==> src/hdl/ffh_pkg.sv <==
package ffh_pkg;

    // One input word: a frame byte and its end-of-frame mark.
    typedef struct packed {
        logic [7:0] data_byte;
        logic       last_byte;
    } t_in_word;

    // One result word.
    typedef struct packed {
        logic [63:0] flow_hash;
        logic [1:0]  status;
    } t_out_word;

    // FNV-1 64-bit basis and prime.
    localparam logic [63:0] HASH_SEED    = 64'hcbf2_9ce4_8422_2325;
    localparam logic [63:0] FNV_PRIME    = 64'h0000_0100_0000_01b3;
    // Prime squared mod 2^64, sparse (15 set bits).
    localparam logic [63:0] FNV_PRIME_SQ = FNV_PRIME * FNV_PRIME;

    // Status codes.
    localparam logic [1:0] ST_OK       = 2'd0;
    localparam logic [1:0] ST_NOT_IPV4 = 2'd1;
    localparam logic [1:0] ST_NOT_L4   = 2'd2;
    localparam logic [1:0] ST_SHORT    = 2'd3;

    // Header fields and offsets, relative to the start of the IPv4 header.
    localparam logic [3:0] IPV4_VERSION = 4'd4;
    localparam logic [3:0] IHL_MIN      = 4'd5;
    localparam logic [7:0] PROTO_TCP    = 8'd6;
    localparam logic [7:0] PROTO_UDP    = 8'd17;
    localparam logic [6:0] OFS_PROTO    = 7'd9;
    localparam logic [6:0] OFS_ADDR_LO  = 7'd12;
    localparam logic [6:0] OFS_ADDR_HI  = 7'd19;
    localparam logic [6:0] PORT_SPAN    = 7'd3;

    // Byte position saturates here.
    localparam logic [6:0] POS_MAX = 7'd127;

endpackage

==> src/hdl/ffh_stream_if.sv <==
interface ffh_stream_if #(
    parameter type t_word = logic
);
    logic  valid;
    logic  ready;
    t_word payload;

    modport source (output valid, output payload, input ready);
    modport sink   (input valid, input payload, output ready);
endinterface

==> src/hdl/ipv4_five_tuple_flow_hash_unit.sv <==
// Channel | Dir | Payload                      | Words
// i_in    | in  | data_byte[7:0], last_byte    | one per frame byte
// o_out   | out | flow_hash[63:0], status[1:0] | one per frame, on the last byte
//
// Takes one word per cycle, sustained; the hash update is a constant multiply
// (two, summed, on the last address byte) between the input register and the
// state registers.
// A result word is presented from the result register, which is loaded when
// its last byte leaves the input register.
// Only a last-byte word can wait, and only while the result register is full
// and not taken; other words never stall.
// Reset is synchronous, active low; it loads the FNV basis and clears all
// control state.
module ipv4_five_tuple_flow_hash_unit #(
    parameter int L2_HEADER_BYTES = 14
) (
    input logic          i_clk,
    input logic          i_rst_n,
    ffh_stream_if.sink   i_in,
    ffh_stream_if.source o_out
);
    import ffh_pkg::*;

    // Positions of interest in the frame.
    localparam logic [6:0] P_BASE  = 7'(L2_HEADER_BYTES);
    localparam logic [6:0] P_PROTO = P_BASE + OFS_PROTO;
    localparam logic [6:0] P_ADDR0 = P_BASE + OFS_ADDR_LO;
    localparam logic [6:0] P_ADDR7 = P_BASE + OFS_ADDR_HI;

    // Input register.
    logic       r_iv;
    logic [7:0] r_ib;
    logic       r_il;

    // Frame state.
    logic [6:0]  r_pos;
    logic [63:0] r_hash;
    logic [7:0]  r_prot;
    logic [3:0]  r_hw;
    logic [1:0]  r_err;

    // Result register.
    logic      r_ov;
    t_out_word r_out;

    logic [6:0]  n_pos;
    logic [63:0] n_hash;
    logic [7:0]  n_prot;
    logic [3:0]  n_hw;
    logic [1:0]  n_err;
    logic [1:0]  n_status;
    logic [6:0]  n_port_lo;
    logic [6:0]  n_port_hi;

    logic        w_fire;
    logic        w_out_free;
    logic [63:0] w_prod;
    logic [63:0] w_mix1;
    logic [63:0] w_mix2;
    logic [8:0]  w_delta;
    logic [63:0] w_delta_ext;
    logic [63:0] w_delta_prod;

    // Handshake: a last-byte word needs a free result slot.
    assign w_out_free = !r_ov || o_out.ready;
    assign w_fire     = r_iv && (!r_il || w_out_free);
    assign i_in.ready = !r_iv || w_fire;

    assign o_out.valid   = r_ov;
    assign o_out.payload = r_out;

    // Single FNV-1 step: h*P ^ byte.
    assign w_prod = r_hash * FNV_PRIME;
    assign w_mix1 = w_prod ^ {56'd0, r_ib};

    // Two chained steps (last address byte, then protocol) folded into one update.
    // XOR with a byte only touches the low byte, so (h*P ^ b) = h*P + delta,
    // hence (h*P ^ b)*P = h*P^2 + delta*P. The protocol XOR is again low byte.
    assign w_delta      = {1'b0, w_prod[7:0] ^ r_ib} - {1'b0, w_prod[7:0]};
    assign w_delta_ext  = {{55{w_delta[8]}}, w_delta};
    assign w_delta_prod = w_delta_ext * FNV_PRIME;
    assign w_mix2       = ((r_hash * FNV_PRIME_SQ) + w_delta_prod) ^ {56'd0, r_prot};

    always_comb begin
        n_hw   = r_hw;
        n_prot = r_prot;
        n_err  = r_err;
        n_hash = r_hash;

        // Header checks; the first error found sticks.
        if (r_err == ST_OK) begin
            if (r_pos == P_BASE) begin
                n_hw = r_ib[3:0];
                if (r_ib[7:4] != IPV4_VERSION || r_ib[3:0] < IHL_MIN) begin
                    n_err = ST_NOT_IPV4;
                end
            end else if (r_pos == P_PROTO) begin
                n_prot = r_ib;
                if (r_ib != PROTO_TCP && r_ib != PROTO_UDP) begin
                    n_err = ST_NOT_L4;
                end
            end
        end

        // Transport header starts at 4*IHL.
        n_port_lo = P_BASE + {1'b0, n_hw, 2'b00};
        n_port_hi = n_port_lo + PORT_SPAN;

        if (n_err == ST_OK && r_pos > P_BASE) begin
            if (r_pos >= P_ADDR0 && r_pos <= P_ADDR7) begin
                n_hash = (r_pos == P_ADDR7) ? w_mix2 : w_mix1;
            end else if (r_pos >= n_port_lo && r_pos <= n_port_hi) begin
                n_hash = w_mix1;
            end
        end

        // End-of-frame status: short if the last port byte was not reached.
        n_status = n_err;
        if (n_err == ST_OK && (n_hw < IHL_MIN || r_pos < n_port_hi)) begin
            n_status = ST_SHORT;
        end

        n_pos = (r_pos < POS_MAX) ? r_pos + 7'd1 : r_pos;
    end

    // Input register payload.
    always_ff @(posedge i_clk) begin
        if (i_in.valid && i_in.ready) begin
            r_ib <= i_in.payload.data_byte;
            r_il <= i_in.payload.last_byte;
        end
    end

    // Control and frame state.
    always_ff @(posedge i_clk) begin
        if (!i_rst_n) begin
            r_iv   <= 1'b0;
            r_ov   <= 1'b0;
            r_pos  <= 7'd0;
            r_hash <= HASH_SEED;
            r_prot <= 8'd0;
            r_hw   <= 4'd0;
            r_err  <= ST_OK;
        end else begin
            if (i_in.valid && i_in.ready) begin
                r_iv <= 1'b1;
            end else if (w_fire) begin
                r_iv <= 1'b0;
            end

            if (w_fire && r_il) begin
                r_ov <= 1'b1;
            end else if (o_out.ready) begin
                r_ov <= 1'b0;
            end

            if (w_fire) begin
                if (r_il) begin
                    // Frame done: back to the idle frame state.
                    r_pos  <= 7'd0;
                    r_hash <= HASH_SEED;
                    r_prot <= 8'd0;
                    r_hw   <= 4'd0;
                    r_err  <= ST_OK;
                end else begin
                    r_pos  <= n_pos;
                    r_hash <= n_hash;
                    r_prot <= n_prot;
                    r_hw   <= n_hw;
                    r_err  <= n_err;
                end
            end
        end
    end

    // Result payload.
    always_ff @(posedge i_clk) begin
        if (w_fire && r_il) begin
            r_out.flow_hash <= (n_status == ST_OK) ? n_hash : 64'd0;
            r_out.status    <= n_status;
        end
    end

    // Nonzero status always carries a zero hash.
    a_zero_on_error: assert property (@(posedge i_clk) disable iff (!i_rst_n)
        r_ov |-> (r_out.status == ST_OK || r_out.flow_hash == 64'd0))
        else $error("flow hash nonzero with error status");

    // End of frame returns the frame state to its start.
    a_frame_restart: assert property (@(posedge i_clk) disable iff (!i_rst_n)
        w_fire && r_il |=> r_pos == 7'd0 && r_err == ST_OK && r_hash == HASH_SEED)
        else $error("frame state not restarted after last byte");

    // An error, once found, holds until the frame ends.
    a_err_sticky: assert property (@(posedge i_clk) disable iff (!i_rst_n)
        w_fire && !r_il && r_err != ST_OK |=> r_err == $past(r_err))
        else $error("error code changed mid-frame");

    // A held input word is not overwritten.
    a_in_hold: assert property (@(posedge i_clk) disable iff (!i_rst_n)
        r_iv && !w_fire |=> r_iv && $stable(r_ib) && $stable(r_il))
        else $error("input word lost while waiting");

    // Position only advances within a frame.
    a_pos_advance: assert property (@(posedge i_clk) disable iff (!i_rst_n)
        w_fire && !r_il |=> r_pos >= $past(r_pos))
        else $error("byte position went backward");

endmodule

==> src/flat_wrapper.sv <==
// flat-port wrapper written by rule: the top's interface ports become plain ports
module ipv4_five_tuple_flow_hash_unit_flat import ffh_pkg::*;
#(
    parameter int L2_HEADER_BYTES = 14
)
  (i_clk, i_rst_n, i_in_valid, i_in_payload, i_in_ready, o_out_valid, o_out_payload, o_out_ready);
  ffh_stream_if #(.t_word(t_in_word)) i_in_i ();
  ffh_stream_if #(.t_word(t_out_word)) o_out_i ();
  input logic i_clk;
  input logic i_rst_n;
  input wire logic [$bits(i_in_i.valid)-1:0] i_in_valid;
  input wire logic [$bits(i_in_i.payload)-1:0] i_in_payload;
  output wire logic [$bits(i_in_i.ready)-1:0] i_in_ready;
  output wire logic [$bits(o_out_i.valid)-1:0] o_out_valid;
  output wire logic [$bits(o_out_i.payload)-1:0] o_out_payload;
  input wire logic [$bits(o_out_i.ready)-1:0] o_out_ready;
  assign i_in_i.valid = i_in_valid;
  assign i_in_i.payload = i_in_payload;
  assign i_in_ready = i_in_i.ready;
  assign o_out_valid = o_out_i.valid;
  assign o_out_payload = o_out_i.payload;
  assign o_out_i.ready = o_out_ready;
  ipv4_five_tuple_flow_hash_unit #(.L2_HEADER_BYTES(L2_HEADER_BYTES)) u_core (.i_clk(i_clk), .i_rst_n(i_rst_n), .i_in(i_in_i), .o_out(o_out_i));
endmodule
==> config.mk <==
export PLATFORM = sky130hd
export DESIGN_NAME = ipv4_five_tuple_flow_hash_unit_flat
export DESIGN_NICKNAME = d
export VERILOG_FILES = /design/src/hdl/ffh_pkg.sv /design/src/hdl/ffh_stream_if.sv /design/src/hdl/ipv4_five_tuple_flow_hash_unit.sv /design/src/flat_wrapper.sv
export SDC_FILE = /design/constraint.sdc
export NUM_CORES = 2
export LEC_CHECK = 0
export ABC_CLOCK_PERIOD_IN_PS = 43100
export BUFFER_PORTS_ARGS = -buffer_cell sky130_fd_sc_hd__buf_2
export CORE_ASPECT_RATIO = 0.8
export CORE_MARGIN = 2
export CORE_UTILIZATION = 70
export CTS_CLUSTER_SIZE = 8
export DETAILED_ROUTE_END_ITERATION = 6
export PLACE_DENSITY = 0.87
export SKIP_LAST_GASP = 1
export SYNTH_ARGS = -nofsm -noshare
export SYNTH_HDL_FRONTEND = slang
export SYNTH_SLANG_ARGS = --single-unit
==> constraint.sdc <==
create_clock -name i_clk -period 43.1 [get_ports i_clk]
set_input_delay 4.31 -clock i_clk [delete_from_list [all_inputs] [get_ports i_clk]]
set_output_delay 4.31 -clock i_clk [all_outputs]
set_load 0.01 [all_outputs]
Word level (Yosys, flattened, before mapping)
Cells that the tools add are included.
Widths: inputs -> output; s select.
{"block": "classes", "addsub": 5, "muxes": 25, "bitwise_logic": 3, "order_cmp": 9, "reduce_logical": 26, "eq_ne": 7, "mul": 3}
{"cell": "$mux 64", "n": 5}
{"cell": "$xor 64x8->64", "n": 2}
{"cell": "$add 64x64->64", "n": 1}
{"cell": "$mul 64x41->64 const B", "n": 1}
{"cell": "$mul 64x50->64 const B", "n": 1}
{"cell": "$mul 9x42->51 const B", "n": 1}
{"cell": "$mux 8", "n": 4}
{"cell": "$mux 2", "n": 7}
{"cell": "$mux 7", "n": 2}
{"cell": "$mux 4", "n": 3}
{"cell": "$reduce_bool 2->1", "n": 5}
{"cell": "$sub 8x8->9", "n": 1}
{"cell": "$logic_and 1x1->1", "n": 8}
{"cell": "$lt 4x3->1 const B", "n": 2}
{"cell": "$ne 8x3->1 const B", "n": 1}
{"cell": "$ne 8x5->1 const B", "n": 1}
{"cell": "$xor 8x8->8", "n": 1}
{"cell": "$add 4x6->7 const A", "n": 1}
{"cell": "$add 7x1->7 const B", "n": 1}
{"cell": "$add 7x2->7 const B", "n": 1}
{"cell": "$eq 7x4->1 const B", "n": 1}
{"cell": "$eq 7x5->1 const B", "n": 1}
{"cell": "$eq 7x6->1 const B", "n": 1}
{"cell": "$ge 7x5->1 const B", "n": 1}
{"cell": "14 further kinds", "n": 25}
{"block": "word_totals", "out_inout_bits": 68, "input_bits": 13, "regBits": 162}

Depth between registers and ports, before layout
{"block": "depth", "depth_word": 11, "ltp_mapped": 60, "depth_no_buf": 59}

Least setup slack after synthesis
OpenSTA, ideal clock, no wires.
{"block": "synth_path", "kind": "reg2reg", "from": "register u_core.r_hash[5]", "to": "register u_core.r_out (netlist bit u_core.o_out.payload[62]) (data pin)", "arrival_ns": 14.562, "required_ns": 42.953, "slack_ns": 28.390, "stages_incl_launch_ff": 59, "cell_sequence": "dfxtp_1 -> ha_1 -> ha_1 -> ha_1 -> ha_1 -> ha_1 -> ha_1 -> fa_1 -> ha_1 -> xor2_1 -> inv_1 -> ha_1 -> nor2_1 -> a32oi_4 -> clkbuf_1 -> inv_1 -> ha_1 -> fa_1 -> (+23 left out) -> fa_1 -> inv_1 -> fa_1 -> inv_1 -> fa_1 -> inv_1 -> ha_1 -> clkbuf_1 -> a21o_1 -> a21oi_1 -> nor2b_1 -> a211o_1 -> a221oi_1 -> o31ai_1 -> a21o_1 -> nand3_1 -> or3b_1 -> a21oi_1"}
{"block": "synth_via", "elab_chain_len": 9}
{"element": "start, declared", "line_no": "ipv4_five_tuple_flow_hash_unit.sv:37", "text": "logic [63:0] r_hash;"}
{"element": "start signal, assigned", "line_no": "ipv4_five_tuple_flow_hash_unit.sv:167", "text": "r_hash <= n_hash;"}
{"element": "$mul 64x41->64", "line_no": "ipv4_five_tuple_flow_hash_unit.sv:73", "text": "assign w_prod = r_hash * FNV_PRIME;"}
{"element": "$xor 8x8->8", "line_no": "ipv4_five_tuple_flow_hash_unit.sv:79", "text": "assign w_delta = {1'b0, w_prod[7:0] ^ r_ib} - {1'b0, w_prod[7:0]};"}
{"element": "$sub 8x8->9", "line_no": "ipv4_five_tuple_flow_hash_unit.sv:79"}
{"element": "$mul 9x42->51", "line_no": "ipv4_five_tuple_flow_hash_unit.sv:81", "text": "assign w_delta_prod = w_delta_ext * FNV_PRIME;"}
{"element": "$add 64x64->64", "line_no": "ipv4_five_tuple_flow_hash_unit.sv:82", "text": "assign w_mix2 = ((r_hash * FNV_PRIME_SQ) + w_delta_prod) ^ {56'd0, r_prot};"}
{"element": "$xor 64x8->64", "line_no": "ipv4_five_tuple_flow_hash_unit.sv:82"}
{"element": "$mux 64", "line_no": "ipv4_five_tuple_flow_hash_unit.sv:111", "text": "n_hash = (r_pos == P_ADDR7) ? w_mix2 : w_mix1;"}
{"element": "$mux 64 *", "line_no": "ipv4_five_tuple_flow_hash_unit.sv:110", "text": "if (r_pos >= P_ADDR0 && r_pos <= P_ADDR7) begin"}
{"element": "$mux 64 *", "line_no": "ipv4_five_tuple_flow_hash_unit.sv:109", "text": "if (n_err == ST_OK && r_pos > P_BASE) begin"}
{"element": "end, declared", "line_no": "ipv4_five_tuple_flow_hash_unit.sv:44", "text": "t_out_word r_out;"}
Every way passes the cells marked *; elsewhere a longest branch is shown, timed or not.
A chain may end at the register's enable or synchronous reset.

Worst setup path after layout
{"block": "layout_path", "from": "register u_core.r_hash[3]", "to": "register u_core.r_out (netlist bit u_core.o_out.payload[64]) (data pin)"}
Same word-level chain as after synthesis.

==> results.yml <==
logic_synthesis:
  netlist_instances: 5343
  syn_area_mm2: 0.0498
  synth_ff_type: "dfxtp_1"
  yosysTopAreaCellShare_pct: 31.0
  synth_seq_cells: 162
  synth_top_cell_by_area: "fa_1"
  synth.distinct_cells: 98
  synthArstFlopShare_pct: 0
  syn_area_per_cell_um2: 9.31
  synth_edf_count: 75
  yosysWarnings: 0
  synth_area_leaders: "fa_1, ha_1, inv_1"
  ys_seq_area_share_pct: 8.03
  syn-num-nets: 7243
clocking:
  post_cts_resize_count: 0
  clkSinkCount: 162
  htreeDepth: 4
  clk_latency_ns: 0.46
  cts_hold_buf: 0
  cts.clk_slew.worst_paths_ns: 0.08
  clockBufferDepth: 2
  tritoncts: "done"
  post_cts_buffers: 0
  cts-root-buf: "clkbuf_16"
  numCtsBuffers: 17
setup_path:
  arrival_ns: 17.00
  crit_path_end_kind: "flop"
  cp-start-kind: "flop"
  crit_path_frequent_cell: "ha_1"
  crit_path_max_incr_delay_ns: 0.74
  required_ns: 43.26
  rrSetupSlack_ns: 26.26
  path_max_fanout: 19
  critPathSlowestCell: "a32oi_4"
  critPathKind: "flop to flop"
timing:
  finClkSkew_ns: 0.0177
  setup_viol: 0
  worst_pin_slew_ns: 1.25
  hold_viol_final: 0
  post-route-period-util_pct: 39.1
  slew_headroom_pct: 16.8
  fin_ws_ns: 26.26
  maxSlewViolCount: 0
  rsz0062_at_grt: "false"
  fmax_mhz: 59.4
  setup_tns_ns: 0
  min_period_ns: 16.84
layout:
  drive_gt1_share_pct: 4.45
  nets: 7305
  area_delta_synth_final_pct: 4.62
  fillers: 4965
drt:
  via_per_inst: 6.18
  routedWlPerCell_um: 25.3
  ant_nets: 0
  drt_pass1_iterations: 7
  vias: 39300
  routed_wl_mm: 161
  dr.first_iter.drc_count: 4316
  drc: 2
placement:
  dp_hpwl_mm: 135
  gp_congestion: 1.08
  portBuffers: 80
  place_ws_ns: 26.59
die:
  die_y_um: 242
  io_pins: 81
  fp.dieArea_mm2: 0.0733
  rows: 87
  initial_utilization_pct: 70.7
  core_area_mm2: 0.0704
  die_x_um: 302
global_route:
  antenna_found_initial: 8
  grt_pass1_vias: 41600
  overflow: 0
  gr-usage-all-layers_pct: 45.2
  grt_max_degree: 68
  grt_pass1_wl_mm: 246
worst_hold_path:
  hold_class: "flop to flop"
status:
  violations: "design-rule violations"
  status: "finished, violations left"
job:
  drv_cap: 0
-- logic make-up after synthesis --
kind of cell | after synthesis | synth area share [%]
muxes | 15 | 0.314
and+or+nand+nor | 678 | 6.60
adders and majority gates | 1887 | 59.1
AOI/OAI and AO/OA | 744 | 9.93
DFF | 162 | 8.03
xor gates and xnor gates | 192 | 3.41
buffers and inverters | 1665 | 12.6
-- cell usage after synthesis (9+ instances only) --
cell type	count
inv_1	1553
and3_1	26
o21ai_1	18
mux2i_1	10
fa_1	771
nand4_1	25
xor2_1	56
nand2_1	185
nor2_1	170
dfxtp_1	87
a21o_1	70
o21ai_0	127
clkbuf_1	86
a211oi_1	21
ha_1	1116
o21bai_1	17
o221ai_1	9
a21oi_1	216
a21boi_0	10
o31ai_1	20
and4_1	9
xnor2_1	135
buf_2	20
nand2b_1	17
nand3_1	65
o22ai_1	22
a211o_1	11
a31oi_1	34
o211ai_1	32
or2_2	10
a22oi_1	29
nor3_1	57
edfxtp_1	75
and2_1	37
nor4_1	12
nor2b_1	31
o21a_1	19
-- worst paths after layout --
path | from | to | depth (start not counted)
setup / recovery | u_core.r_hash[3] | u_core.o_out.payload[64] | 55
hold / removal | u_core.r_hash[41] | u_core.r_hash[41] | 2
setup reg to reg | u_core.r_hash[3] | u_core.o_out.payload[64] | 55
hold reg to reg | u_core.r_hash[41] | u_core.r_hash[41] | 2
-- through the flow --
step	hold slack (ns)	utilization, %	std cells	instance area (µm²)
floorplan	0.489	-	5343	49800
global placement	0.477	73.0	6320	51400
detailed placement	0.495	73.0	6320	51400
CTS	0.504	73.9	6352	52100
global route	0.539	73.9	6352	52100
finish	0.511	73.9	6354	52100
-- per-layer routing --
layer	track usage (%)	routed length (µm)	vias up
met5	0	46	-
met4	25.9	11700	8
li1	-	-	17100
met3	15.3	23300	630
met2	64.8	65600	2556
met1	59.7	60100	18900
-- cell usage in the layout (no fill, tap or decap), drive strengths merged, types with 12 or more instances in the layout --
cell type | synthesis | routed
and2 | 38 | 38
nand2b | 18 | 18
fa | 771 | 771
nand2 | 186 | 186
o21a | 19 | 19
a21boi | 13 | 13
nor3 | 57 | 57
o211ai | 32 | 32
edfxtp | 75 | 75
a211oi | 23 | 23
nor2b | 31 | 31
xnor2 | 135 | 135
a22oi | 29 | 29
clkbuf | 87 | 17
dfxtp | 87 | 87
nor4 | 12 | 12
xor2 | 56 | 56
o21ai | 147 | 147
a21oi | 216 | 216
nand4 | 25 | 25
and3 | 27 | 27
buf | 23 | 153
o21bai | 17 | 17
a21o | 70 | 70
nand3 | 65 | 65
o22ai | 22 | 22
ha | 1116 | 1116
inv | 1555 | 1562
a31oi | 35 | 35
nor2 | 172 | 172
o31ai | 24 | 24
-- registers in the layout (all words and copies together), names as in the netlist --
signal                cells
u_core.o_out.valid        1
u_core.r_hash            64
u_core.r_ib               8
u_core.r_err              2
u_core.r_pos              7
u_core.r_prot             8
u_core.r_iv               1
u_core.r_il               1
u_core.r_hw               4
u_core.o_out.payload     66
-- final cells by class --
class / instances / area (µm²) / share of cell area, %
flip-flops and latches: 162 / 3990 / 7.67
inverters: 1555 / 5840 / 11.2
clock buffers: 17 / 425 / 0.817
diodes: 2 / 5.00 / 0.00961
multi-input cells: 3516 / 39500 / 75.9
repair buffers: 153 / 948 / 1.82
clock inverters: 15 / 194 / 0.372
well taps: 934 / 1170 / 2.24
-- critical path, delay by kind of cell (launching register included) --
kind                     cells  cell delay [ns]
AND/OR/NAND/NOR              4             1.01
buffers and inverters       12             1.37
flip-flops                   1             0.40
XOR/XNOR                     2             0.62
adder cells (fa/ha/maj)     24             9.20
AO/OA/AOI/OAI               13             3.92
Power is not shown: default switching activity piles up to over one toggle a cycle in this logic, so the estimate is an artifact.
